[src/rtl/mpus_pkg.sv]
// shared types and constants for the multiport uart silo service
package mpus_pkg;

    localparam int NUM_PORTS_W = 4;
    localparam logic [NUM_PORTS_W-1:0] NUM_PORTS_RESET = 4'd4;
    localparam logic [3:0] OPEN_MAX = 4'd15;

    localparam logic [2:0] CMD_POLL  = 3'd0;
    localparam logic [2:0] CMD_PUSH  = 3'd1;
    localparam logic [2:0] CMD_POP   = 3'd2;
    localparam logic [2:0] CMD_OPEN  = 3'd3;
    localparam logic [2:0] CMD_CLOSE = 3'd4;

    localparam int MSR_DCTS = 0;
    localparam int MSR_DDSR = 1;
    localparam int MSR_CTS  = 4;
    localparam int MSR_DSR  = 5;

    localparam int LSR_RXRDY = 0;
    localparam int LSR_BRK   = 4;
    localparam int LSR_THRE  = 5;

    typedef enum logic [2:0] {
        OP_NONE,
        OP_POLL,
        OP_PUSH,
        OP_POP,
        OP_OPEN,
        OP_CLOSE
    } op_t;

    typedef struct packed {
        logic [2:0] cmd;
        logic [2:0] port;
        logic       modem_mode;
        logic [7:0] modem_status;
        logic [7:0] line_status;
        logic [7:0] rx_byte;
        logic [7:0] tx_byte;
    } in_item_t;

    typedef struct packed {
        logic       accepted;
        logic       send_valid;
        logic [7:0] send_byte;
        logic [7:0] read_byte;
        logic       hangup;
        logic       break_seen;
        logic       carrier;
        logic       stopped;
    } out_item_t;

    typedef struct packed {
        logic carrier;
        logic stopped;
        logic modem_ctrl;
    } flags_t;

    typedef struct packed {
        op_t        op;
        logic       present;
        logic [2:0] port;
        logic       modem_mode;
        logic [7:0] modem_status;
        logic [7:0] line_status;
        logic [7:0] rx_byte;
        logic [7:0] tx_byte;
    } work_t;

endpackage

[src/rtl/mpus_front.sv]
// front end: takes input transfers, holds the port count register, decodes commands
module mpus_front import mpus_pkg::*; #(
    parameter int PORT_COUNT = 8
) (
    input  logic                   aclk,
    input  logic                   aresetn,
    input  logic                   s_valid,
    output logic                   s_ready,
    input  in_item_t               s_data,
    input  logic                   cfg_valid,
    output logic                   cfg_ready,
    input  logic [NUM_PORTS_W-1:0] cfg_data,
    output logic                   q_valid,
    input  logic                   q_ready,
    output work_t                  q_data
);

    logic [NUM_PORTS_W-1:0] num_ports_reg;
    op_t                    op;

    always_ff @(posedge aclk) begin
        if (!aresetn) begin
            num_ports_reg <= NUM_PORTS_RESET;
        end else if (cfg_valid && cfg_ready) begin
            num_ports_reg <= cfg_data;
        end
    end

    always_comb begin
        unique case (s_data.cmd)
            CMD_POLL:  op = OP_POLL;
            CMD_PUSH:  op = OP_PUSH;
            CMD_POP:   op = OP_POP;
            CMD_OPEN:  op = OP_OPEN;
            CMD_CLOSE: op = OP_CLOSE;
            default:   op = OP_NONE;
        endcase
    end

    assign cfg_ready = 1'b1;
    assign s_ready   = q_ready;
    assign q_valid   = s_valid;

    always_comb begin
        q_data.op           = op;
        q_data.present      = ({1'b0, s_data.port} < num_ports_reg)
                              && (int'(s_data.port) < PORT_COUNT);
        q_data.port         = s_data.port;
        q_data.modem_mode   = s_data.modem_mode;
        q_data.modem_status = s_data.modem_status;
        q_data.line_status  = s_data.line_status;
        q_data.rx_byte      = s_data.rx_byte;
        q_data.tx_byte      = s_data.tx_byte;
    end

endmodule

[config.mk]
export PLATFORM = sky130hd
export DESIGN_NAME = mpus_front
export DESIGN_NICKNAME = d
export VERILOG_FILES = /design/src/rtl/mpus_pkg.sv /design/src/rtl/mpus_front.sv
export SDC_FILE = /design/constraint.sdc
export NUM_CORES = 1
export LEC_CHECK = 0
export BUFFER_PORTS_ARGS = -buffer_cell sky130_fd_sc_hd__buf_2
export CAP_MARGIN = 10
export CORE_ASPECT_RATIO = 1.2
export CORE_MARGIN = 2
export CORE_UTILIZATION = 24
export DETAILED_ROUTE_END_ITERATION = 8
export GPL_TIMING_DRIVEN = 0
export HOLD_SLACK_MARGIN = 0.02
export PLACE_DENSITY = 0.77
export REMOVE_ABC_BUFFERS = 1
export SYNTH_ARGS = -nofsm -noshare
export SYNTH_HDL_FRONTEND = slang
export SYNTH_SLANG_ARGS = --single-unit
[constraint.sdc]
create_clock -name aclk -period 1.19 [get_ports aclk]
set_clock_uncertainty 0.2 [all_clocks]
set_input_delay 0.119 -clock aclk [delete_from_list [all_inputs] [get_ports aclk]]
set_output_delay 0.119 -clock aclk [all_outputs]
set_load 0.02 [all_outputs]
Word level (Yosys, flattened, before mapping) --
Cells that the tools add are included.
Word-level totals: output and inout bits 43, bits of input ports 48, register bits 4
Operators by class: $lt $le $gt $ge 1, mux-type cells 1, equality and inequality tests 4, reduce and logical (&&, ||, !) cells 1
Operator list (number):
- $pmux 3 s5 | 1
- $eq 3x2->1 const B | 2
- $lt 3x4->1 | 1
- $eq 3x1->1 const B | 1
- $eq 3x3->1 const B | 1
- $logic_not 3->1 | 1

Depth between registers and ports, before layout --
word-level depth 2, mapped depth 4, mapped depth without buffers 4

Worst setup path before layout --
OpenSTA, ideal clock, no wires.
path kind register to output, start register num_ports_reg[1], end output q_data[36] (netlist bit), stages on the path, launching flop included 5, data arrival time 1.084 ns, setup slack -0.213 ns, data required time 0.871 ns, path buffers 0, path through dfxtp_1 inv_1 ha_1 a211oi_1 or3_1
RTL lines:
- from (decl) | line mpus_front.sv:18 | logic [NUM_PORTS_W-1:0] num_ports_reg;
- from (signal assigned) | line mpus_front.sv:25 | num_ports_reg <= cfg_data;
- to (decl) | line mpus_front.sv:15 | output work_t q_data

==> impl_metrics.yaml <==
clocking:
  clock_latency_ns: 0.24
  clock_sinks: 4
  clockRootBuffer: "clkbuf_4"
  htree_num_levels: 1
  cts_tree: "yes"
  numCtsBuffers: 3
  clock_path_buffers: 2
  path_clk_slew_ns: 0.04
floorplanning:
  die_height_um: 55.6
  die_width_um: 47.0
  num_rows: 18
  dieArea_um2: 2610
  initial_core_util: 0.257
  pin_count: 91
  core_area_um2: 2070
cells_and_area:
  final_area_um2: 523
  drive_above_1_share: 0.533
  num_antenna_cells: 0
  layout.nets: 112
  largest_reg_flops: 4
  syn_to_final_growth_pct: -1.65
  stdcell_count: 90
synth:
  synthTopCellsByCount: "39 x buf_4, 4 x dfxtp_1"
  synth.top_cell.area_share: 0.551
  synth-main-ff-cell: "dfxtp_1"
  ys_types: 17
  synth.area.top_cells: "buf_4 55%, dfxtp_1 15%, mux2i_1 5.6%, ha_1 4.7%, nor2b_1 3.5%"
  yosys_warnings: 0
  ys_seq_area_frac: 0.151
  synthMostInstantiatedCell: "buf_4"
  synth_area_um2: 532
  yosys.area.top_type: "buf_4"
  synth_cells: 68
  ys_ff_latch: 4
  synth-edff-count: 0
  syn_avg_cell_area_um2: 7.82
  synth-async-reset-ratio: 0
routing:
  first_pass_iters: 4
  drtIter0Drc: 8
  antenna_left: 0
  drc: 0
  vias_per_cell: 4.38
  routed_wl_mm: 2.39
  vias: 394
  routedWlPerCell_um: 26.6
outcome:
  violations: "negative setup slack"
  status: "finished with violations"
grt:
  grt_pass1_wl_mm: 2.98
  grt_usage: 0.189
  first_global_vias: 427
  antenna_found_initial: 0
  overflow: 0
  grt_max_degree: 6
sta:
  clock.fmax_ghz: 0.581
  min_period_over_period: 1.45
  slew_viol_final: 0
  grt_setup_unrepaired: "true"
  hold_violations: 0
  fin_hold_ws_ns: 0.0381
  setup_viol: 1
  fin_ws_ns: -0.531
  finalCriticalPeriod_ns: 1.72
place:
  place_area_um2: 367
  dp_cells: 77
  place_congestion: 0.702
  portBuffers: 19
power_and_ir_drop:
  p_per_area_nw_per_um2: 923
  ir_drop_v: 0.000329
  p_leak_nw: 0.251
  power.internal_mw: 0.346
  pwr-share-clk: 0.350
  p_total_mw: 0.483
  comb_power_share: 0.343
  pwr-share-seq: 0.307
  power.switching_mw: 0.137
  switching_share: 0.283
hold_path:
  hold_class: "primary input to output pin"
flow_run:
  drv_cap: 0
worst_setup_path:
  worstSetupPathType: "flip-flop to output pin"
  endpoint_kind: "output pin"
  required_ns: 0.87
  critPathArrivalTime_ns: 1.40
  crit_chain: "inv_2 -> ha_4 -> a211oi_2 -> or3_1 -> buf_6"
  crit_fanout: 2
  cp_slowest_cell: "or3_1"
  startpoint_type: "flip-flop"
  max_stage_delay_ns: 0.36
[kinds of logic after synthesis]
logic type | share of synthesized area
compound gates | 0.0471
fa+ha+maj | 0.0471
xor+xnor | 0.0165
simple gates | 0.101
buf+inv | 0.574
flops | 0.151
other cells | 0.00705
mux | 0.0565
[per-layer routing]
layer	up-vias	track usage	routed length [um]
met5	-	0	0
met4	0	0.0476	0
met3	0	0.245	710
met2	60	0.295	1100
met1	175	0.133	583
li1	159	-	-
[timing repair]
action / in CTS / in global routing
hold buffers: 6 / 0
resized for setup: 9 / 8
endpoints found under the hold margin: 4 / 0
buffers inserted: 7 / 2
gates cloned: 0 / 0
setup endpoints to repair: 1 / 5
pin swaps: 4 / 3
[worst max-delay path, delay by kind of cell, from the launching register on]
kind            cells  cell delay (ns)
flops               1             0.32
buf+inv             2             0.19
fa+ha+maj           1             0.25
simple gates        1             0.36
compound gates      1             0.05
[power groups by stage]
stage / clock, mW / sequential [mW] / combinational, mW
final: 0.169 / 0.148 / 0.166
after global routing: 0.180 / 0.149 / 0.182
after CTS: 0.175 / 0.147 / 0.167
after detailed placement: 0 / 0.149 / 0.112
after global placement: 0 / 0.148 / 0.107
after floorplan: 0 / 0.148 / 0.0546
[final timing paths]
path | slack [ns] | cells after the start | startpoint | endpoint
worst max register to register | 0.12 | 5 | num_ports_reg[2]$_SDFFE_PN1P_ | num_ports_reg[2]$_SDFFE_PN1P_
worst min-delay path | 0.04 | 0 | s_data[6] | q_data[6]
worst max-delay path | -0.53 | 5 | num_ports_reg[1]$_SDFFE_PN0P_ | q_data[36]
worst min register to register | 0.33 | 2 | num_ports_reg[0]$_SDFFE_PN0P_ | num_ports_reg[0]$_SDFFE_PN0P_
[cell usage in the layout, fill, tap and decap left out, drive strengths merged]
cell	n
nor2	3
clkbuf	3
buf	23
conb	1
a21oi	1
dlygate4sd3	6
or3	1
dfxtp	4
inv	2
a211oi	1
nand2b	1
o21ai	1
nor2b	3
mux2i	3
o211ai	1
ha	2
nand2	3
xnor2	1
[layout make-up]
cell class	instances	area, um2
fill	229	1550
timing repair buffer	29	209
multi-input combinational	22	164
sequential	4	82.6
tap	30	37.5
clock buffer	3	22.5
inverter	2	7.51
[metrics by stage]
step	setup WS, ns	util	TNS (ns)
2_1_floorplan	-0.213	-	-0.213
3_3_place_gp	-0.292	0.177	-0.292
3_5_place_dp	-0.306	0.177	-0.306
4_1_cts	-0.522	0.257	-0.801
5_1_grt	-0.577	0.252	-0.577
6_report	-0.531	0.252	-0.531
Note: power is estimated with default switching activity, not from simulation.
