==> src/rtl/mpus_pkg.sv <==
// shared types and constants for the multiport uart silo service
package mpus_pkg;

    localparam int NUM_PORTS_W = 4;
    localparam logic [NUM_PORTS_W-1:0] NUM_PORTS_RESET = 4'd4;
    localparam logic [3:0] OPEN_MAX = 4'd15;

    localparam logic [2:0] CMD_POLL  = 3'd0;
    localparam logic [2:0] CMD_PUSH  = 3'd1;
    localparam logic [2:0] CMD_POP   = 3'd2;
    localparam logic [2:0] CMD_OPEN  = 3'd3;
    localparam logic [2:0] CMD_CLOSE = 3'd4;

    localparam int MSR_DCTS = 0;
    localparam int MSR_DDSR = 1;
    localparam int MSR_CTS  = 4;
    localparam int MSR_DSR  = 5;

    localparam int LSR_RXRDY = 0;
    localparam int LSR_BRK   = 4;
    localparam int LSR_THRE  = 5;

    typedef enum logic [2:0] {
        OP_NONE,
        OP_POLL,
        OP_PUSH,
        OP_POP,
        OP_OPEN,
        OP_CLOSE
    } op_t;

    typedef struct packed {
        logic [2:0] cmd;
        logic [2:0] port;
        logic       modem_mode;
        logic [7:0] modem_status;
        logic [7:0] line_status;
        logic [7:0] rx_byte;
        logic [7:0] tx_byte;
    } in_item_t;

    typedef struct packed {
        logic       accepted;
        logic       send_valid;
        logic [7:0] send_byte;
        logic [7:0] read_byte;
        logic       hangup;
        logic       break_seen;
        logic       carrier;
        logic       stopped;
    } out_item_t;

    typedef struct packed {
        logic carrier;
        logic stopped;
        logic modem_ctrl;
    } flags_t;

    typedef struct packed {
        op_t        op;
        logic       present;
        logic [2:0] port;
        logic       modem_mode;
        logic [7:0] modem_status;
        logic [7:0] line_status;
        logic [7:0] rx_byte;
        logic [7:0] tx_byte;
    } work_t;

endpackage

==> src/rtl/mpus_queue.sv <==
// two-entry queue between the front end and the service engine
module mpus_queue import mpus_pkg::*; (
    input  logic  aclk,
    input  logic  aresetn,
    input  logic  in_valid,
    output logic  in_ready,
    input  work_t in_data,
    output logic  out_valid,
    input  logic  out_ready,
    output work_t out_data
);

    work_t      slot_reg [2];
    logic       wr_ptr_reg;
    logic       rd_ptr_reg;
    logic [1:0] count_reg;
    logic       push;
    logic       pop;

    assign in_ready  = (count_reg != 2'd2);
    assign out_valid = (count_reg != 2'd0);
    assign out_data  = slot_reg[rd_ptr_reg];
    assign push      = in_valid && in_ready;
    assign pop       = out_valid && out_ready;

    always_ff @(posedge aclk) begin
        if (push) begin
            slot_reg[wr_ptr_reg] <= in_data;
        end
    end

    always_ff @(posedge aclk) begin
        if (!aresetn) begin
            wr_ptr_reg <= 1'b0;
            rd_ptr_reg <= 1'b0;
            count_reg  <= 2'd0;
        end else begin
            if (push) begin
                wr_ptr_reg <= ~wr_ptr_reg;
            end
            if (pop) begin
                rd_ptr_reg <= ~rd_ptr_reg;
            end
            if (push && !pop) begin
                count_reg <= count_reg + 2'd1;
            end else if (pop && !push) begin
                count_reg <= count_reg - 2'd1;
            end
        end
    end

endmodule

==> config.mk <==
export PLATFORM = sky130hd
export DESIGN_NAME = mpus_queue
export DESIGN_NICKNAME = d
export VERILOG_FILES = /design/src/rtl/mpus_pkg.sv /design/src/rtl/mpus_queue.sv
export SDC_FILE = /design/constraint.sdc
export NUM_CORES = 1
export LEC_CHECK = 0
export ABC_AREA = 1
export BUFFER_PORTS_ARGS = -buffer_cell sky130_fd_sc_hd__buf_2
export CAP_MARGIN = 15
export CELL_PAD_IN_SITES_DETAIL_PLACEMENT = 0
export CELL_PAD_IN_SITES_GLOBAL_PLACEMENT = 1
export CORE_MARGIN = 5
export CORE_UTILIZATION = 39
export CTS_CLUSTER_SIZE = 25
export DETAILED_ROUTE_END_ITERATION = 8
export GPL_ROUTABILITY_DRIVEN = 0
export PLACE_DENSITY_LB_ADDON = 0.15
export SLEW_MARGIN = 40
export SYNTH_ARGS = -nofsm -noshare
export SYNTH_HDL_FRONTEND = slang
export SYNTH_SLANG_ARGS = --single-unit
==> constraint.sdc <==
create_clock -name aclk -period 2.65 [get_ports aclk]
set_clock_uncertainty 0.05 [all_clocks]
set_input_delay 0.3975 -clock aclk [delete_from_list [all_inputs] [get_ports aclk]]
set_output_delay 0.3975 -clock aclk [all_outputs]
set_load 0.02 [all_outputs]
======== After elaboration in Yosys (flattened, before gate mapping) ========
Memory sizes are Yosys's and may differ from the RTL's. A register that Yosys moved wholly into a read port is not among the register bits.
Cells that the tools add are included.
word-level totals
  memory bits (writable) .................. 80
  input bits .............................. 44
  word-level logic and storage cells ...... 23
  output and inout bits ................... 42
  flip-flop bits (word level) ............. 4
  memories kept ........................... 1
memory list
  name      words  width  rd ports  clocked after memory_dff  write ports  line              RTL
  slot_reg  2      40     1         1                         1            mpus_queue.sv:13  work_t slot_reg [2];
operators by class
  bitwise gates (word level) .............. 2
  add/subtract/negate cells ............... 2
  mux-type cells .......................... 6
  reduce and logical (&&, ||, !) cells .... 8
  eq/ne operators ......................... 1
operators by type and width
  cell                   count
  $logic_and A1 B1 Y1    4
  $mux W1                4
  $mux W2                2
  $reduce_bool A2 Y1     2
  $add A2 B1 Y2 const B  1
  $logic_not A1 Y1       2
  $ne A2 B2 Y1 const B   1
  $not A1 Y1             2
  $sub A2 B1 Y2 const B  1

======== Logic depth before layout (Yosys ltp) ========
  depth after elaboration ................. 6
  depth in mapped cells ................... 11
  mapped depth without buffers ............ 11

======== Worst setup path after synthesis ========
No wires, ideal clock.
  path kind ............................... reg-to-reg
  from .................................... register count_reg[0]
  to ...................................... memory slot_reg[0][0] (netlist name), enable pin
  required time ........................... 2.163 ns
  path slack .............................. -0.160 ns
  arrival time ............................ 2.322 ns
  stages on the path, launching flop included .. 5
  period minus slack after synthesis ...... 2.810 ns
  setup time .............................. 0.437 ns
  buffers on the path ..................... 0
  path through ............................ dfxtp_1 inv_2 nand2_2 nand2_1 nor2_1
on the way
  word-level cells in the longest chain between the ends .. 4
ends and longest elaborated chain
  element                        line              RTL
  from (decl)                    mpus_queue.sv:16  logic [1:0] count_reg;
  from (signal assigned)         mpus_queue.sv:45  count_reg <= count_reg + 2'd1;
  from (signal assigned)         mpus_queue.sv:47  count_reg <= count_reg - 2'd1;
  $ne A2 B2 Y1                   mpus_queue.sv:20  assign in_ready = (count_reg != 2'd2);
  net in_ready                   mpus_queue.sv:6   output logic in_ready,
  $logic_and A1 B1 Y1            mpus_queue.sv:23  assign push = in_valid && in_ready;
  $mux W1                        mpus_queue.sv:27  if (push) begin
  $mux W1 (implied by the code)  mpus_queue.sv:28  slot_reg[wr_ptr_reg] <= in_data;
  to (decl)                      mpus_queue.sv:13
The timed path passes the listed nets, and every way through them passes these cells.

==> qor.yml <==
seq_area_frac_synth_pct: 79.7
start_util_pct: 40.4
die_x_um: 99.7
yosys-top-cells-area: "edfxtp_1 76%, mux2_2 14%, dfxtp_1 3.2%"
hold_depth: 1
grt_pass1_wl_mm: 8.48
max_stage_delay_ns: 0.60
min_delay_worst_endpoint: "slot_reg[0][24]"
synth_cell_types: 15
synth_edf_count: 80
dr_total_vias: 1648
power_mw: 3.72
drc: 0
nFillCells: 671
fin_crit_sh_pct: 80.8
fin_setup_tns_ns: 0
cp-end-kind: "primary output"
path_class: "register to primary output"
crit_path_top_delay_cell: "dfxtp_2"
period_needed_ns: 2.14
crit_required_ns: 2.20
hold_class: "input pin to register"
worstPathCellList: "buf_12 -> mux2_2 -> buf_2"
die-area_um2: 9950
hold_buffers: 0
synth_warnings: 0
clk_latency_ns: 0.33
status: "completed"
wire_per_inst_um: 14.9
numClockSinks: 85
rsz0062_at_grt: "no"
fin_area_um2: 3920
port_buffers: 85
area_growth_pct: 24.9
post_cts_resized: 0
critPathMaxFanout: 25
wl_mm: 5.46
drt_first_pass_iters: 4
synthCells: 161
grt_max_degree: 26
syn_avg_cell_area_um2: 19.5
fmax_ghz: 0.467
cap_violations: 0
synth.top_cell.area_share_pct: 76.5
p_leak_nw: 1.49
ir_drop_v: 0.000546
synthFlopType: "edfxtp_1"
core-area_um2: 7770
vias_per_cell: 4.52
worst_ep_arrival_time_ns: 1.69
syn_nets: 206
dp_hpwl_mm: 3.82
yosysMostFrequentCell: "edfxtp_1"
fin_nets: 303
reg2reg_slack_ns: 1.05
slew_headroom_pct: 71.9
preCtsSetupSlack_ns: 0.806
cts.htree.levels: 3
ctsLongestPathBuffers: 2
ys_top_cells_by_count: "80 x edfxtp_1, 40 x mux2_2, 8 x nand2_1, 8 x nor2_1, 7 x inv_1"
cts_tree: "built"
synth_area_leader_cell: "edfxtp_1"
syn_area_um2: 3140
worst_pin_slew_ns: 0.421
rows: 32
antenna_cells: 0
largest_register_ffs: 80
postCtsSetupBuffers: 0
rr_worst_depth: 10
r2r-start: "count_reg[0]"
cts_buffers: 9
antenna_found_initial: 0
hold_start: "in_data[24]"
hold_viol_final: 0
grt_pass1_vias: 1735
layout_setup_ws_ns: 0.510
drt_iter0_markers: 49
ys_ff_latch: 85
placed_cell_area_um2: 3710
clkTransAtPathRegs_ns: 0.08
power_density_nw_per_um2: 948
layout-drive-gt1-share_pct: 56.3
ios: 86
fin_hold_ws_ns: 0.199
slew_viol_final: 0
grt-ovfl-total: 0
setup_violations: 0
track_usage_pct: 11.4
ant_nets: 0
cts_root_buf: "clkbuf_8"
synth-async-reset-ratio_pct: 0
start_kind: "register"
fp.dieH_um: 99.7
timing.rr.end: "count_reg[1]"
[per-stage QoR]
stage / cells / utilization, %
2_1_floorplan: 161 / -
6_report: 365 / 50.5
3_3_place_gp: 349 / 47.8
5_1_grt: 365 / 50.5
3_5_place_dp: 349 / 47.8
4_1_cts: 365 / 50.5
[critical path: cells and delay by family, from the launching register on]
family	cells	cell delay [ns]
buf+inv	2	0.41
flops	1	0.60
mux	1	0.36
[layout make-up]
| type | instances | area (µm²) | area share (%) |
|---|---|---|---|
| sequential | 85 | 2500 | 63.8 |
| tap | 102 | 128 | 3.25 |
| timing repair buffer | 90 | 475 | 12.1 |
| multi-input combinational | 64 | 578 | 14.7 |
| clock buffer | 12 | 135 | 3.44 |
| inverter | 8 | 30.0 | 0.766 |
| clock inverter | 4 | 72.6 | 1.85 |
[worst max path at each step]
| stage | endpoint |
|---|---|
| 2_1_floorplan | slot_reg[0][0] |
| 3_3_place_gp | out_data[27] |
| 3_5_place_dp | out_data[27] |
| 4_1_cts | out_data[27] |
| 5_1_grt | out_data[17] |
| 6_report | out_data[27] |
[metal layers]
metal / up-vias / wire length [µm] / global-route usage, %
met5: - / 0 / 0
met4: 0 / 71 / 5.04
met3: 7 / 325 / 3.51
met2: 42 / 2840 / 19.7
met1: 798 / 2220 / 12.9
li1: 801 / - / -
[where the power goes]
part	total, mW	switching, mW	leakage [nW]	internal, mW
registers	1.77	0.0780	0.788	1.70
logic	0.999	0.599	0.598	0.400
clock network	0.946	0.415	0.101	0.531
[layout by cell type, fill, tap and decap left out, types with 2 or more instances in the layout]
cell / n
buf_2: 85
buf_4: 4
bufinv_16: 2
clkbuf_1: 3
clkbuf_8: 9
dfxtp_1: 4
edfxtp_1: 80
inv_1: 7
mux2_2: 40
nand2_1: 8
nor2_1: 6
nor2_4: 2
o21ai_0: 2
[kinds of logic after synthesis]
kind of cell	synth area share [%]
AND/OR/NAND/NOR	2.47
multiplexers	14.3
adder cells (fa/ha/maj)	0.398
buffers and inverters	2.39
AO/OA/AOI/OAI	0.717
flip-flops	79.7
(Power assumes the default switching activity.)
